===== src/rtl/core/wsfd_pkg.sv =====
// types and constants shared by the websocket frame deframer
`timescale 1ns / 1ps

package wsfd_pkg;

   // header byte counts for the three length forms
   localparam logic [3:0] HDR_LEN_SHORT = 4'd2;
   localparam logic [3:0] HDR_LEN_MID   = 4'd4;
   localparam logic [3:0] HDR_LEN_LONG  = 4'd10;

   // seven-bit length codes that announce an extended length
   localparam logic [6:0] LEN_CODE_MID  = 7'd126;
   localparam logic [6:0] LEN_CODE_LONG = 7'd127;

   // input transfer payload
   typedef struct packed {
      logic [7:0] data_byte;
   } req_type;

   // result transfer payload
   typedef struct packed {
      logic [7:0] payload_byte;
      logic       has_byte;
      logic [3:0] opcode;
      logic       fin;
      logic       frame_start;
      logic       frame_end;
      logic       mask_error;
   } rsp_type;

   // commands to the length tracker
   typedef enum logic [2:0] {
      LEN_HOLD,
      LEN_CLEAR,
      LEN_LOAD_CODE,
      LEN_SHIFT,
      LEN_SHIFT_LOAD,
      LEN_COUNT
   } len_op_type;

   // status from the length tracker
   typedef struct packed {
      logic shifted_zero;
      logic remain_le1;
   } len_sts_type;

endpackage


===== src/rtl/core/wsfd_req_if.sv =====
// input byte channel of the deframer
`timescale 1ns / 1ps

interface wsfd_req_if import wsfd_pkg::*; ();

   logic    valid;
   logic    ready;
   req_type data;

   modport source (output valid, output data, input ready);
   modport sink (input valid, input data, output ready);

endinterface


===== src/rtl/core/wsfd_rsp_if.sv =====
// result channel of the deframer
`timescale 1ns / 1ps

interface wsfd_rsp_if import wsfd_pkg::*; ();

   logic    valid;
   logic    ready;
   rsp_type data;

   modport source (output valid, output data, input ready);
   modport sink (input valid, input data, output ready);

endinterface


===== src/rtl/core/wsfd_len.sv =====
// frame length tracker: extended length accumulator and payload down counter
`timescale 1ns / 1ps

module wsfd_len import wsfd_pkg::*; #(
   parameter int LENGTH_BITS = 32
) (
   input  logic        clock,
   input  logic        reset,
   input  len_op_type  len_op,
   input  logic [7:0]  data_byte,
   output len_sts_type len_sts
);

   logic [LENGTH_BITS-1:0] acc_ff;
   logic [LENGTH_BITS-1:0] acc_in;
   logic [LENGTH_BITS-1:0] remain_ff;
   logic [LENGTH_BITS-1:0] remain_in;
   logic [LENGTH_BITS-1:0] shifted;

   // big-endian byte shifted in, high bits dropped
   assign shifted = {acc_ff[LENGTH_BITS-9:0], data_byte};

   assign len_sts.shifted_zero = (shifted == '0);
   assign len_sts.remain_le1   = (remain_ff[LENGTH_BITS-1:1] == '0);

   // next accumulator and remaining count
   always_comb begin
      acc_in    = acc_ff;
      remain_in = remain_ff;
      unique case (len_op)
         LEN_HOLD: begin
         end
         LEN_CLEAR: begin
            acc_in = '0;
         end
         LEN_LOAD_CODE: begin
            acc_in    = '0;
            remain_in = LENGTH_BITS'(data_byte[6:0]);
         end
         LEN_SHIFT: begin
            acc_in = shifted;
         end
         LEN_SHIFT_LOAD: begin
            acc_in    = '0;
            remain_in = shifted;
         end
         LEN_COUNT: begin
            remain_in = len_sts.remain_le1 ? '0 : (remain_ff - LENGTH_BITS'(1));
         end
         default: begin
         end
      endcase
   end

   always_ff @(posedge clock) begin
      if (reset) begin
         acc_ff    <= '0;
         remain_ff <= '0;
      end else begin
         acc_ff    <= acc_in;
         remain_ff <= remain_in;
      end
   end

endmodule


===== src/rtl/core/websocket_frame_deframer_core.sv =====
// Server-to-client WebSocket deframer: one stream byte per transfer in, one
// result per payload byte out. The block takes one byte every clock cycle
// unless result-side backpressure holds it. A taken byte waits in the input
// register and is decoded from it once the result slot is free; its result
// goes to the result register, which drives the output. The header decoder
// and the LENGTH_BITS-wide length counter finish each byte combinationally,
// so the rate is held only by backpressure on the result side. Header bytes
// give no result except for an empty frame (one result with start and end
// set) or a masked frame (one error result, after which all input is taken
// and dropped until reset). Lengths are kept to their low LENGTH_BITS bits.
`timescale 1ns / 1ps

module websocket_frame_deframer_core import wsfd_pkg::*; #(
   parameter int LENGTH_BITS = 32
) (
   input  logic       clock,
   input  logic       reset,
   wsfd_req_if.sink   req_ch,
   wsfd_rsp_if.source rsp_ch
);

   typedef enum logic [1:0] {
      PH_FIRST,
      PH_SECOND,
      PH_EXT,
      PH_PAYLOAD
   } phase_type;

   // input register
   logic       in_vld_ff;
   logic [7:0] in_byte_ff;

   // header state
   phase_type  phase_ff,   phase_in;
   logic [3:0] hdr_cnt_ff, hdr_cnt_in;
   logic       long_ff,    long_in;
   logic       fin_ff,     fin_in;
   logic [3:0] opcode_ff,  opcode_in;
   logic       first_ff,   first_in;
   logic       err_ff,     err_in;

   // result register
   logic       out_vld_ff, out_vld_in;
   rsp_type    out_res_ff;
   rsp_type    res;
   logic       produce;

   logic        advance;
   logic [3:0]  hdr_total;
   len_op_type  len_op;
   len_sts_type len_sts;

   // one byte moves from the input register when the result slot is free
   assign advance      = in_vld_ff && (!out_vld_ff || rsp_ch.ready);
   assign req_ch.ready = !in_vld_ff || advance;
   assign rsp_ch.valid = out_vld_ff;
   assign rsp_ch.data  = out_res_ff;

   assign hdr_total = long_ff ? HDR_LEN_LONG : HDR_LEN_MID;

   wsfd_len #(
      .LENGTH_BITS (LENGTH_BITS)
   ) u_len (
      .clock     (clock),
      .reset     (reset),
      .len_op    (len_op),
      .data_byte (in_byte_ff),
      .len_sts   (len_sts)
   );

   // header decode and payload marking
   always_comb begin
      phase_in   = phase_ff;
      hdr_cnt_in = hdr_cnt_ff;
      long_in    = long_ff;
      fin_in     = fin_ff;
      opcode_in  = opcode_ff;
      first_in   = first_ff;
      err_in     = err_ff;
      len_op     = LEN_HOLD;
      produce    = 1'b0;

      res.payload_byte = '0;
      res.has_byte     = 1'b0;
      res.opcode       = opcode_ff;
      res.fin          = fin_ff;
      res.frame_start  = 1'b0;
      res.frame_end    = 1'b0;
      res.mask_error   = 1'b0;

      if (advance && !err_ff) begin
         unique case (phase_ff)
            PH_FIRST: begin
               fin_in    = in_byte_ff[7];
               opcode_in = in_byte_ff[3:0];
               phase_in  = PH_SECOND;
            end
            PH_SECOND: begin
               if (in_byte_ff[7]) begin
                  // masked frame from the server side
                  err_in         = 1'b1;
                  produce        = 1'b1;
                  res.mask_error = 1'b1;
               end else if (in_byte_ff[6:0] == LEN_CODE_LONG ||
                            in_byte_ff[6:0] == LEN_CODE_MID) begin
                  long_in    = (in_byte_ff[6:0] == LEN_CODE_LONG);
                  hdr_cnt_in = HDR_LEN_SHORT;
                  phase_in   = PH_EXT;
                  len_op     = LEN_CLEAR;
               end else begin
                  long_in = 1'b0;
                  len_op  = LEN_LOAD_CODE;
                  if (in_byte_ff[6:0] == '0) begin
                     produce         = 1'b1;
                     res.frame_start = 1'b1;
                     res.frame_end   = 1'b1;
                     first_in        = 1'b0;
                     phase_in        = PH_FIRST;
                  end else begin
                     first_in = 1'b1;
                     phase_in = PH_PAYLOAD;
                  end
               end
            end
            PH_EXT: begin
               if (hdr_cnt_ff + 4'd1 >= hdr_total) begin
                  len_op = LEN_SHIFT_LOAD;
                  if (len_sts.shifted_zero) begin
                     produce         = 1'b1;
                     res.frame_start = 1'b1;
                     res.frame_end   = 1'b1;
                     first_in        = 1'b0;
                     phase_in        = PH_FIRST;
                  end else begin
                     first_in = 1'b1;
                     phase_in = PH_PAYLOAD;
                  end
               end else begin
                  len_op     = LEN_SHIFT;
                  hdr_cnt_in = hdr_cnt_ff + 4'd1;
               end
            end
            PH_PAYLOAD: begin
               len_op           = LEN_COUNT;
               produce          = 1'b1;
               res.payload_byte = in_byte_ff;
               res.has_byte     = 1'b1;
               res.frame_start  = first_ff;
               res.frame_end    = len_sts.remain_le1;
               first_in         = 1'b0;
               if (len_sts.remain_le1) begin
                  phase_in = PH_FIRST;
               end
            end
            default: begin
            end
         endcase
      end
   end

   // result slot fills on a producing byte and empties on a transfer
   always_comb begin
      if (advance && produce) begin
         out_vld_in = 1'b1;
      end else if (rsp_ch.ready) begin
         out_vld_in = 1'b0;
      end else begin
         out_vld_in = out_vld_ff;
      end
   end

   // state, input register and result register
   always_ff @(posedge clock) begin
      if (reset) begin
         in_vld_ff  <= 1'b0;
         out_vld_ff <= 1'b0;
         phase_ff   <= PH_FIRST;
         hdr_cnt_ff <= '0;
         long_ff    <= 1'b0;
         fin_ff     <= 1'b0;
         opcode_ff  <= '0;
         first_ff   <= 1'b0;
         err_ff     <= 1'b0;
      end else begin
         if (req_ch.ready) begin
            in_vld_ff <= req_ch.valid;
         end
         out_vld_ff <= out_vld_in;
         phase_ff   <= phase_in;
         hdr_cnt_ff <= hdr_cnt_in;
         long_ff    <= long_in;
         fin_ff     <= fin_in;
         opcode_ff  <= opcode_in;
         first_ff   <= first_in;
         err_ff     <= err_in;
      end
      if (req_ch.ready && req_ch.valid) begin
         in_byte_ff <= req_ch.data.data_byte;
      end
      if (advance && produce) begin
         out_res_ff <= res;
      end
   end

`ifndef SYNTHESIS
   // after a mask error no new result is ever produced
   a_silent_after_error: assert property (@(posedge clock) disable iff (reset)
      (err_ff && !out_vld_ff) |=> !out_vld_ff)
      else $error("result produced after mask error");

   // a held byte waits in the input register unchanged
   a_input_holds: assert property (@(posedge clock) disable iff (reset)
      (in_vld_ff && !advance) |=> (in_vld_ff && $stable(in_byte_ff)))
      else $error("input register lost a stalled byte");

   // the last payload byte of a frame returns to the first header byte
   a_frame_end_phase: assert property (@(posedge clock) disable iff (reset)
      (advance && !err_ff && phase_ff == PH_PAYLOAD && len_sts.remain_le1)
      |=> (phase_ff == PH_FIRST))
      else $error("frame end did not return to header");

   // an error result only comes from the second header byte
   a_error_source: assert property (@(posedge clock) disable iff (reset)
      (advance && produce && res.mask_error) |-> (phase_ff == PH_SECOND))
      else $error("mask error outside second header byte");
`endif

endmodule


===== src/flat_wrapper.sv =====
// flat-port wrapper written by rule: the top's interface ports become plain ports
module websocket_frame_deframer_core_flat import wsfd_pkg::*;
#(
   parameter int LENGTH_BITS = 32
)
  (clock, reset, req_ch_valid, req_ch_data, req_ch_ready, rsp_ch_valid, rsp_ch_data, rsp_ch_ready);
  wsfd_req_if req_ch_i ();
  wsfd_rsp_if rsp_ch_i ();
  input  logic clock;
  input  logic reset;
  input wire logic [$bits(req_ch_i.valid)-1:0] req_ch_valid;
  input wire logic [$bits(req_ch_i.data)-1:0] req_ch_data;
  output wire logic [$bits(req_ch_i.ready)-1:0] req_ch_ready;
  output wire logic [$bits(rsp_ch_i.valid)-1:0] rsp_ch_valid;
  output wire logic [$bits(rsp_ch_i.data)-1:0] rsp_ch_data;
  input wire logic [$bits(rsp_ch_i.ready)-1:0] rsp_ch_ready;
  assign req_ch_i.valid = req_ch_valid;
  assign req_ch_i.data = req_ch_data;
  assign req_ch_ready = req_ch_i.ready;
  assign rsp_ch_valid = rsp_ch_i.valid;
  assign rsp_ch_data = rsp_ch_i.data;
  assign rsp_ch_i.ready = rsp_ch_ready;
  websocket_frame_deframer_core #(.LENGTH_BITS(LENGTH_BITS)) u_core (.clock(clock), .reset(reset), .req_ch(req_ch_i), .rsp_ch(rsp_ch_i));
endmodule

===== config.mk =====
export PLATFORM = sky130hd
export DESIGN_NAME = websocket_frame_deframer_core_flat
export DESIGN_NICKNAME = d
export VERILOG_FILES = /design/src/rtl/core/wsfd_pkg.sv /design/src/rtl/core/wsfd_req_if.sv /design/src/rtl/core/wsfd_rsp_if.sv /design/src/rtl/core/wsfd_len.sv /design/src/rtl/core/websocket_frame_deframer_core.sv /design/src/flat_wrapper.sv
export SDC_FILE = /design/constraint.sdc
export NUM_CORES = 1
export LEC_CHECK = 0
export BUFFER_PORTS_ARGS = -buffer_cell sky130_fd_sc_hd__buf_2
export CORE_UTILIZATION = 65
export CTS_BUF_LIST = sky130_fd_sc_hd__clkbuf_4
export CTS_CLUSTER_DIAMETER = 150
export CTS_CLUSTER_SIZE = 28
export DETAILED_ROUTE_END_ITERATION = 7
export PLACE_DENSITY = 0.85
export RECOVER_POWER = 100
export SLEW_MARGIN = 0
export SYNTH_ARGS = -nofsm -noshare
export SYNTH_HDL_FRONTEND = slang
export SYNTH_SLANG_ARGS = --single-unit

===== constraint.sdc =====
create_clock -name clock -period 6.7 [get_ports clock]
set_clock_uncertainty 0.1 [all_clocks]
set_input_delay 0 -clock clock [delete_from_list [all_inputs] [get_ports clock]]
set_output_delay 0 -clock clock [all_outputs]
set_load 0.02 [all_outputs]

==> impl_results.md, run 1 <==
* Status: finished, violations left
* Failing checks: max-capacitance violations, max-slew violations
* ANT cells at 0
* Clock transition at the registers of the reported paths at 0.16 ns
* Seq/Total Area, Yosys at 47.7%
* Total power at 1.10 mW
* WHS at 0.0469 ns
* Multiplexer area fraction after synthesis at 0.681%
* Number of global-route vias before repair at 3914
* TritonRoute pass-1 iters at 7
* Bufs and invs on worst path at 0
* CP Depth at 6
* Final Hold Fails at 0
* Die W at 86.1 um
* H-Tree Depth at 3
* CTS Buffer Depth at 2
* Initial antenna violation count at 0
* Row Count at 30
* Fmax at 0.251 GHz
* Pins Over Slew Limit at 9
* Die H at roughly 86 um
* Pint at 0.802 mW
* Core Util, Final at 73.8%
* # fillers at 505
* Initial Util at roughly 68%
* Comb pwr share at 9.3%
* Main synth FF type: dfxtp_1
* Final min period at 3.99 ns
* Leakage power at 1.70 nW
* Reg2Reg Depth at 6
* Max FO, Critical Path at 13
* Placed Instance Area at 4780 um^2
* DRC violations left at 0
* Worst r2r src: u_core.u_len.remain_ff[19]
* Max-cap violation count at 1
* Cell Chain, Critical Path: nor4_1 -> nand4_4 -> nor4_1 -> nor2_1 -> a221oi_1 -> a211oi_1
* Global Route Usage Sum at roughly a third
* Worst-Skew Late Latency at ~0.45 ns
* Layout cells sized above 1 at under 10%
* Largest net degree at the start of global routing at 61
* Worst VDD drop at 0.000147 V
* Synthesized-area fraction occupied by xor and xnor cells at 1.53%
* Final Setup Violations at 0
* Num CTS Buffers at 9
* # resized after CTS at 0
* Flop and latch count out of synthesis at 97
* Post-Synth Adder-Cell Area at under 10%
* Synth Area in Simple Gates at 26.1%
* Switching power at 0.298 mW
* Slew @ Worst Pin at 1.58 ns
* DRT antenna net count at 0
* Top-Level Pins at 31
* Worst setup margin at 2.71 ns
* Via count at 4287
* Unrepaired setup endpoints after global routing: false
* Final Non-Filler Cells at 658
* Dpl ws at 3.84 ns
* Final period utilization at 59.5%
* Placed Instances at 631
* Top-area cell type share of the netlist area at a little under a third
* Post-synth EDFFs at 25
* CP arrival at 4.20 ns
* Max incr delay on CP at 1.34 ns
* Syn Nets at between 500 and 600
* First-pass GRT wire length at 18.6 mm
* Compound-Gate Fraction of Synth Area at 19.3%
* Layout area overhead at 9.13%
* Final Cell Area at 5010 um^2
* Hold path start: reset
* DP Wirelength at 7.61 mm
* Port Buffers at 30
* Number of cells produced by synthesis at 530
* Number of vias per cell at 6.52
* CTS sink cnt at 97
* YS warnings at 0
* Die area at 7410 um^2
* P per Cell Area at 219 nW/um^2
* Worst hold path depth at 3
* Main area contributors after synthesis: dfxtp_1, edfxtp_1, nand2_1
* Crit-path slowest cell: nor4_1
* DRT Wirelength at approximately 12 mm
* CTS tree: done
* Setup crit end kind: flip-flop
* Startpoint types: flip-flop
* Most frequent cells in the layout: nand2_1, dfxtp_1, a21oi_1
* Yosys top cell by area: dfxtp_1
* Clock power frac at roughly 33%
* Delay-heaviest family, CP: simple AND/OR/NAND/NOR gates
* Post-synth ARST share at 0%
* Worst hold path class: input port to flip-flop
* Commonest non-fill, non-tap cell in the layout: nand2_1
* Sequential Power Share at 57.3%
* DR iter-0 viols at 458
* Synth cell types at 54
* Post-layout nets at 574
* Average size of a mapped cell at between 8 and 9 um^2
* Overflow after GRT at 0
* GPL Wtd Cong at between 0.9 and 1
* Slew HR at -6.31%
* Synthesized area at 4590 um^2
* Crit Path Class: flip-flop to flip-flop
* Setup_tns at 0 ns
* Combinational family with the most area after synthesis: simple AND/OR/NAND/NOR gates
* WL/cell at between 15 and 20 um
* Clock root buffer: clkbuf_4
* Core outline area at slightly below 7000 um^2
* WP data required at 6.91 ns
* Sw Ratio at between 20% and 30%
* CP Launch Point: u_core.u_len.remain_ff[19]
* Most frequent CP cell: nor4_1
[logic make-up after synthesis]
family                   Yosys count
AND/OR/NAND/NOR                  237
AO/OA/AOI/OAI                    142
flip-flops                        97
buffers and inverters             38
XOR/XNOR                           8
adder cells (fa/ha/maj)            5
multiplexers                       3
[cells in the mapped netlist, drive strengths merged, types with 11 or more instances]
master,instances
nand3,18
nor3,19
dfxtp,72
o21ai,26
nor4,27
nand2,81
a22oi,20
and2,11
edfxtp,25
clkbuf,22
a21oi,57
nor2,48
[cell type report]
class	instances	area [um^2]	area share, %
clock buffers	9	67.6	1.35
clock inverters	7	100	2.00
inverters	9	33.8	0.674
multi-input cells	395	2230	44.5
flip-flops and latches	97	2190	43.7
well taps	96	120	2.40
repair buffers	45	267	5.32
[timing repair]
action / in CTS / in global routing
setup buffers: 0 / 0
hold endpoints to repair: 17 / 0
hold buffers: 11 / 0
[sequential cells by signal, indices dropped and copies added, names as in the netlist]
name and cells:
u_core.u_len.remain_ff 32, u_core.u_len.acc_ff 24, u_core.rsp_ch.data 17, u_core.in_byte_ff 8, u_core.hdr_cnt_ff 4, u_core.opcode_ff 4, u_core.phase_ff 2, u_core.err_ff 1
u_core.fin_ff 1, u_core.first_ff 1, u_core.in_vld_ff 1, u_core.long_ff 1, u_core.rsp_ch.valid 1
[power by group through the flow]
stage	combinational (mW)	clock, mW	sequential [mW]
after floorplan	0.0766	0	0.632
after global placement	0.0936	0	0.641
after detailed placement	0.0972	0	0.641
after CTS	0.103	0.367	0.628
after global routing	0.113	0.389	0.631
final	0.103	0.367	0.630
[path summary, 6_finish.rpt]
kind                                to  slack [ns]
min reg2reg      u_core.rsp_ch.data[6]        0.36
max reg2reg  u_core.u_len.remain_ff[0]        2.71
max          u_core.u_len.remain_ff[0]        2.71
min                   u_core.in_vld_ff        0.05
[tightest hold or removal path, delay by kind of cell]
family	cells	cell delay, ns
simple gates	1	0.16
buf+inv	2	0.41
[per-layer routing]
metal	global-route usage, %	share of wire (%)	vias up
li1	-	-	1997
met1	42.6	40	2030
met2	51.9	47	215
met3	6.26	8.9	45
met4	16.1	3.5	0
met5	0	0	-
No activity file was read; power rests on OpenSTA's default activity.
==> run 2: changes to the inputs <==
- CORE_UTILIZATION: 65 -> 56
- PLACE_DENSITY: 0.85 -> 0.78
- clock period: 6.7 -> 3.45 ns (I/O delays scaled with it)
==> impl_results.md, run 2 (synthesized netlist as in run 1, its figures left out) <==
* Total power at approximately 2.1 mW
* CTS Buffer Depth at 2
* P per Cell Area at 413 nW/um^2
* Worst r2r src: u_core.u_len.remain_ff[20]
* Fmax at 0.335 GHz
* CTS tree: done
* Final Setup Violations at 0
* Max-cap violation count at 0
* Status: complete, no violations
* Num CTS Buffers at 9
* Number of global-route vias before repair at 3941
* Die H at 92.6 um
* GPL Wtd Cong at 0.891
* Die W at 92.6 um
* Worst reg-to-reg setup slack at 0.46 ns
* Via count at 4302
* Dpl ws at 0.657 ns
* Worst setup margin at 0.461 ns
* CTS sink cnt at 97
* Hold Path Sink: u_core.in_byte_ff[6]
* RR Endpoint: u_core.u_len.remain_ff[2]
* Largest net degree at the start of global routing at 38
* Max FO, Critical Path at 13
* Crit Path Class: flip-flop to flip-flop
* Layout cells sized above 1 at 8.08%
* Top-Level Pins at 31
* Clock root buffer: clkbuf_4
* Core Util, Final at 64.4%
* Global Route Usage Sum at 28.9%
* WL/cell at between 15 and 20 um
* Largest reg by FF count: u_core.u_len.remain_ff
* DP Wirelength at ~8 mm
* Clock transition at the registers of the reported paths at 0.17 ns
* Post-cts hold buffer count at 12
* Final period utilization at a little under 90%
* Initial antenna violation count at 0
* Post-layout nets at 581
* Overflow after GRT at 0
* WP data required at 3.69 ns
* Startpoint types: flip-flop
* Commonest non-fill, non-tap cell in the layout: nand2_1
* WHS at 0.139 ns
* Slew HR at 30.4%
* Worst hold path class: input port to flip-flop
* TritonRoute pass-1 iters at 5
* Final Non-Filler Cells at 671
* Post-CTS Setup Bufs at 0
* Worst VDD drop at 0.000221 V
* CP arrival at between 3 and 4 ns
* Port Buffers at 30
* Layout area overhead at 10.0%
* Hold path start: req_ch_data[6]
* Leakage power at 1.72 nW
* CP Launch Point: u_core.u_len.remain_ff[20]
* Unrepaired setup endpoints after global routing: false
* Number of vias per cell at 6.41
* DRC violations left at 0
* Pins Over Slew Limit at 0
* Row Count at 32
* Reg2Reg Depth at 7
* Final min period at 2.99 ns
* H-Tree Depth at 3
* Die area at 8570 um^2
* Most frequent cells in the layout: nand2_1, dfxtp_1, a21oi_1
* Number of flip-flops in the largest register at 32
* Final Cell Area at 5050 um^2
* Placed Instances at around 640
* Initial Util at 58.5%
* DRT antenna net count at 0
* # resized after CTS at 0
* ANT cells at 0
* Setup_tns at 0 ns
* Final Hold Fails at 0
* Core outline area at 7850 um^2
* Slew @ Worst Pin at 1.04 ns
* DRT Wirelength at 12.0 mm
* Placed Instance Area at between 4000 and 5000 um^2
* Worst hold path depth at 2
* First-pass GRT wire length at 19.3 mm
* DR iter-0 viols at approximately 480
* Setup crit end kind: flip-flop
* Worst-Skew Late Latency at between 0.4 and 0.5 ns
[run 2: changes by cell type in the layout (fill, tap and decap cells not counted), sizes merged]
cell | before | now
clkinvlp | 1 | 2
bufinv | 2 | 1
dlygate4sd3 | 11 | 12
buf | 15 | 19
clkbuf | 28 | 30
[run 2: worst max-delay path by stage]
| stage | to | slack, ns | cells past startpoint |
|---|---|---|---|
| 4_1_cts | u_core.rsp_ch.data[13] | 0.64 | 9 |
| 2_1_floorplan | u_core.rsp_ch.data[0] | 1.01 | 9 |
| 6_report | u_core.u_len.remain_ff[2] | 0.46 | 7 |
| 3_5_place_dp | u_core.rsp_ch.data[13] | 0.66 | 9 |
| 5_1_grt | u_core.u_len.remain_ff[2] | 0.25 | 7 |
| 3_3_place_gp | u_core.rsp_ch.data[4] | 0.79 | 9 |
[run 2: report_power, final]
| group | switching, mW | internal, mW |
|---|---|---|
| Clock | 0.423 | 0.235 |
| Sequential | 0.0354 | 1.19 |
| Combinational | 0.135 | 0.0741 |
[run 2: per-layer routing]
metal	vias up	routed length [um]	GRT usage (%)
li1	2015	-	-
met1	2006	4970	37.5
met2	238	5610	45.9
met3	43	979	5.67
met4	0	417	14.2
met5	-	0	0
[run 2: critical path: stages (launching register included)]
cell and delay [ns]:
dfxtp_1 0.40, nor4_1 0.40, nand4_1 0.47, o41ai_4 0.84, buf_4 0.31, o21ai_0 0.10, a22oi_1 0.20, nor2_1 0.05
[run 2: area by class of cell]
type	count	area [um^2]
clock buffers	9	67.6
clock inverters	7	85.1
fillers	705	2800
inverters	9	33.8
multi-input cells	395	2230
flip-flops and latches	97	2190
well taps	102	128
repair buffers	52	314
==> run 3: changes to the inputs <==
- CAP_MARGIN: default -> 30
- CORE_UTILIZATION: 56 -> 50
- PLACE_DENSITY: 0.78 -> 0.71
- REMOVE_ABC_BUFFERS: default -> 1
==> impl_results.md, run 3 (synthesized netlist as in run 1, its figures left out) <==
* WL/cell at around 18 um
* First-pass GRT wire length at 19.8 mm
* WP data required at between 3 and 4 ns
* Final min period at between 2 and 3 ns
* DP Wirelength at 8.09 mm
* ANT cells at 0
* Leakage power at 1.72 nW
* Post-cts hold buffer count at 12
* Clock transition at the registers of the reported paths at 0.16 ns
* Most frequent cells in the layout: nand2_1, dfxtp_1, a21oi_1
* Largest reg by FF count: u_core.u_len.remain_ff
* CTS sink cnt at 97
* Initial Util at 52.2%
* TritonRoute pass-1 iters at 8
* Clock power frac at 29.5%
* Status: finished, violations left
* Wl on met1 at 5.36 mm
* P per Cell Area at 401 nW/um^2
* DR iter-0 viols at 500
* Switching power at 0.599 mW
* Crit Path Class: flip-flop to flip-flop
* Number of flip-flops in the largest register at 32
* Number of vias per cell at around 6.2
* Worst-Skew Late Latency at 0.46 ns
* Die H at 97.8 um
* Max-cap violation count at 0
* DRT Wirelength at 12.0 mm
* Setup_tns at 0 ns
* H-Tree Depth at 3
* Largest net degree at the start of global routing at 47
* Initial antenna violation count at 0
* Top-Level Pins at 31
* Clock root buffer: clkbuf_4
* Slew @ Worst Pin at 1.12 ns
* Layout cells sized above 1 at 8.60%
* DRC violations left at 4
* Layout area overhead at 10.4%
* Port Buffers at 30
* Worst hold path class: input port to flip-flop
* DR WL met3 at 690 um
* Wire length on met2 at 5.81 mm
* Via count at roughly 4200
* Sequential Power Share at between 60 and 70%
* Pins Over Slew Limit at 0
* GPL Wtd Cong at 0.858
* Core Util, Final at around 58%
* Global Route Usage Sum at a little over a quarter
* WHS at around 0.14 ns
* # fillers at 800
* DRT antenna net count at 0
* Sw Ratio at 29.5%
* Row Count at 34
* # resized after CTS at 0
* Setup crit end kind: flip-flop
* Commonest non-fill, non-tap cell in the layout: nand2_1
* Unrepaired setup endpoints after global routing: false
* CP arrival at 3.18 ns
* Final period utilization at ~84%
* CTS Buffer Depth at 2
* Number of global-route vias before repair at 3974
* CTS tree: done
* Post-CTS Setup Bufs at 0
* Comb pwr share at 10.4%
* Worst VDD drop at 0.000175 V
* Uppermost routed layer: met4
* Final Setup Violations at 0
* Die area at 9570 um^2
* Startpoint types: flip-flop
* Die W at 97.8 um
* Final Hold Fails at 0
* Post-layout nets at ~580
* Overflow after GRT at 0
* Slew HR at 25.0%
* Pint at 1.43 mW
* Max FO, Critical Path at 25
* Fmax at 0.347 GHz
* Core outline area at a little under 9000 um^2
* Num CTS Buffers at 9
* Failing checks: design-rule violations
==> run 3: cell count changes in the layout (fill, tap and decap cells not counted), sizes merged <==
cell	delta
bufinv	-1
clkbuf	+1
inv	+1
clkinv	+1
clkinvlp	-1
==> run 3: path summary, 6_finish.rpt <==
path                             start                     end  slack (ns)  depth (start not counted)
setup reg to reg  u_core.hdr_cnt_ff[0]  u_core.u_len.acc_ff[6]        0.57                          9
hold reg to reg    u_core.opcode_ff[2]   u_core.rsp_ch.data[6]        0.36                          0
setup / recovery  u_core.hdr_cnt_ff[0]  u_core.u_len.acc_ff[6]        0.57                          9
hold / removal          req_ch_data[5]    u_core.in_byte_ff[5]        0.14                          2
==> run 3: layout make-up <==
type                    instances  area, um^2  area share (%)
multi-input cells             395        2250            44.4
well taps                     108         135            2.67
repair buffers                 53         320            6.32
inverters                       9        33.8           0.667
flip-flops and latches         97        2190            43.2
clock buffers                   9        67.6            1.33
clock inverters                 7        70.1            1.38
==> run 3: worst max-delay path, cell delays in order, from the launching register on <==
cell	delay (ns)
dfxtp_1	0.42
nand3_1	0.10
xnor2_1	0.19
ha_1	0.28
a21oi_1	0.19
o21ai_0	0.18
nor3_2	0.15
clkbuf_1	0.85
a22oi_1	0.23
nor2_1	0.13
==> run 3: metrics by stage <==
stage	total power, mW	setup WS (ns)	instance area, um^2	std cells
global route	2.10	0.264	5070	678
finish	2.03	0.569	5070	678
floorplan	1.36	0.347	4470	501
CTS	2.04	0.657	5110	678
global placement	1.44	0.798	4850	650
detailed placement	1.44	0.679	4850	650
==> run 3: routing by layer <==
layer	GRT usage [%]	vias up
met5	0	-
met4	9.79	0
met3	4.29	11
met2	42.4	167
met1	35.5	2030
li1	-	2016
==> run 3: power by group through the flow <==
stage	clock network [mW]	registers, mW	logic (mW)
global route	0.644	1.22	0.235
finish	0.598	1.22	0.212
global placement	0	1.24	0.197
CTS	0.604	1.22	0.211
detailed placement	0	1.24	0.200
floorplan	0	1.23	0.131
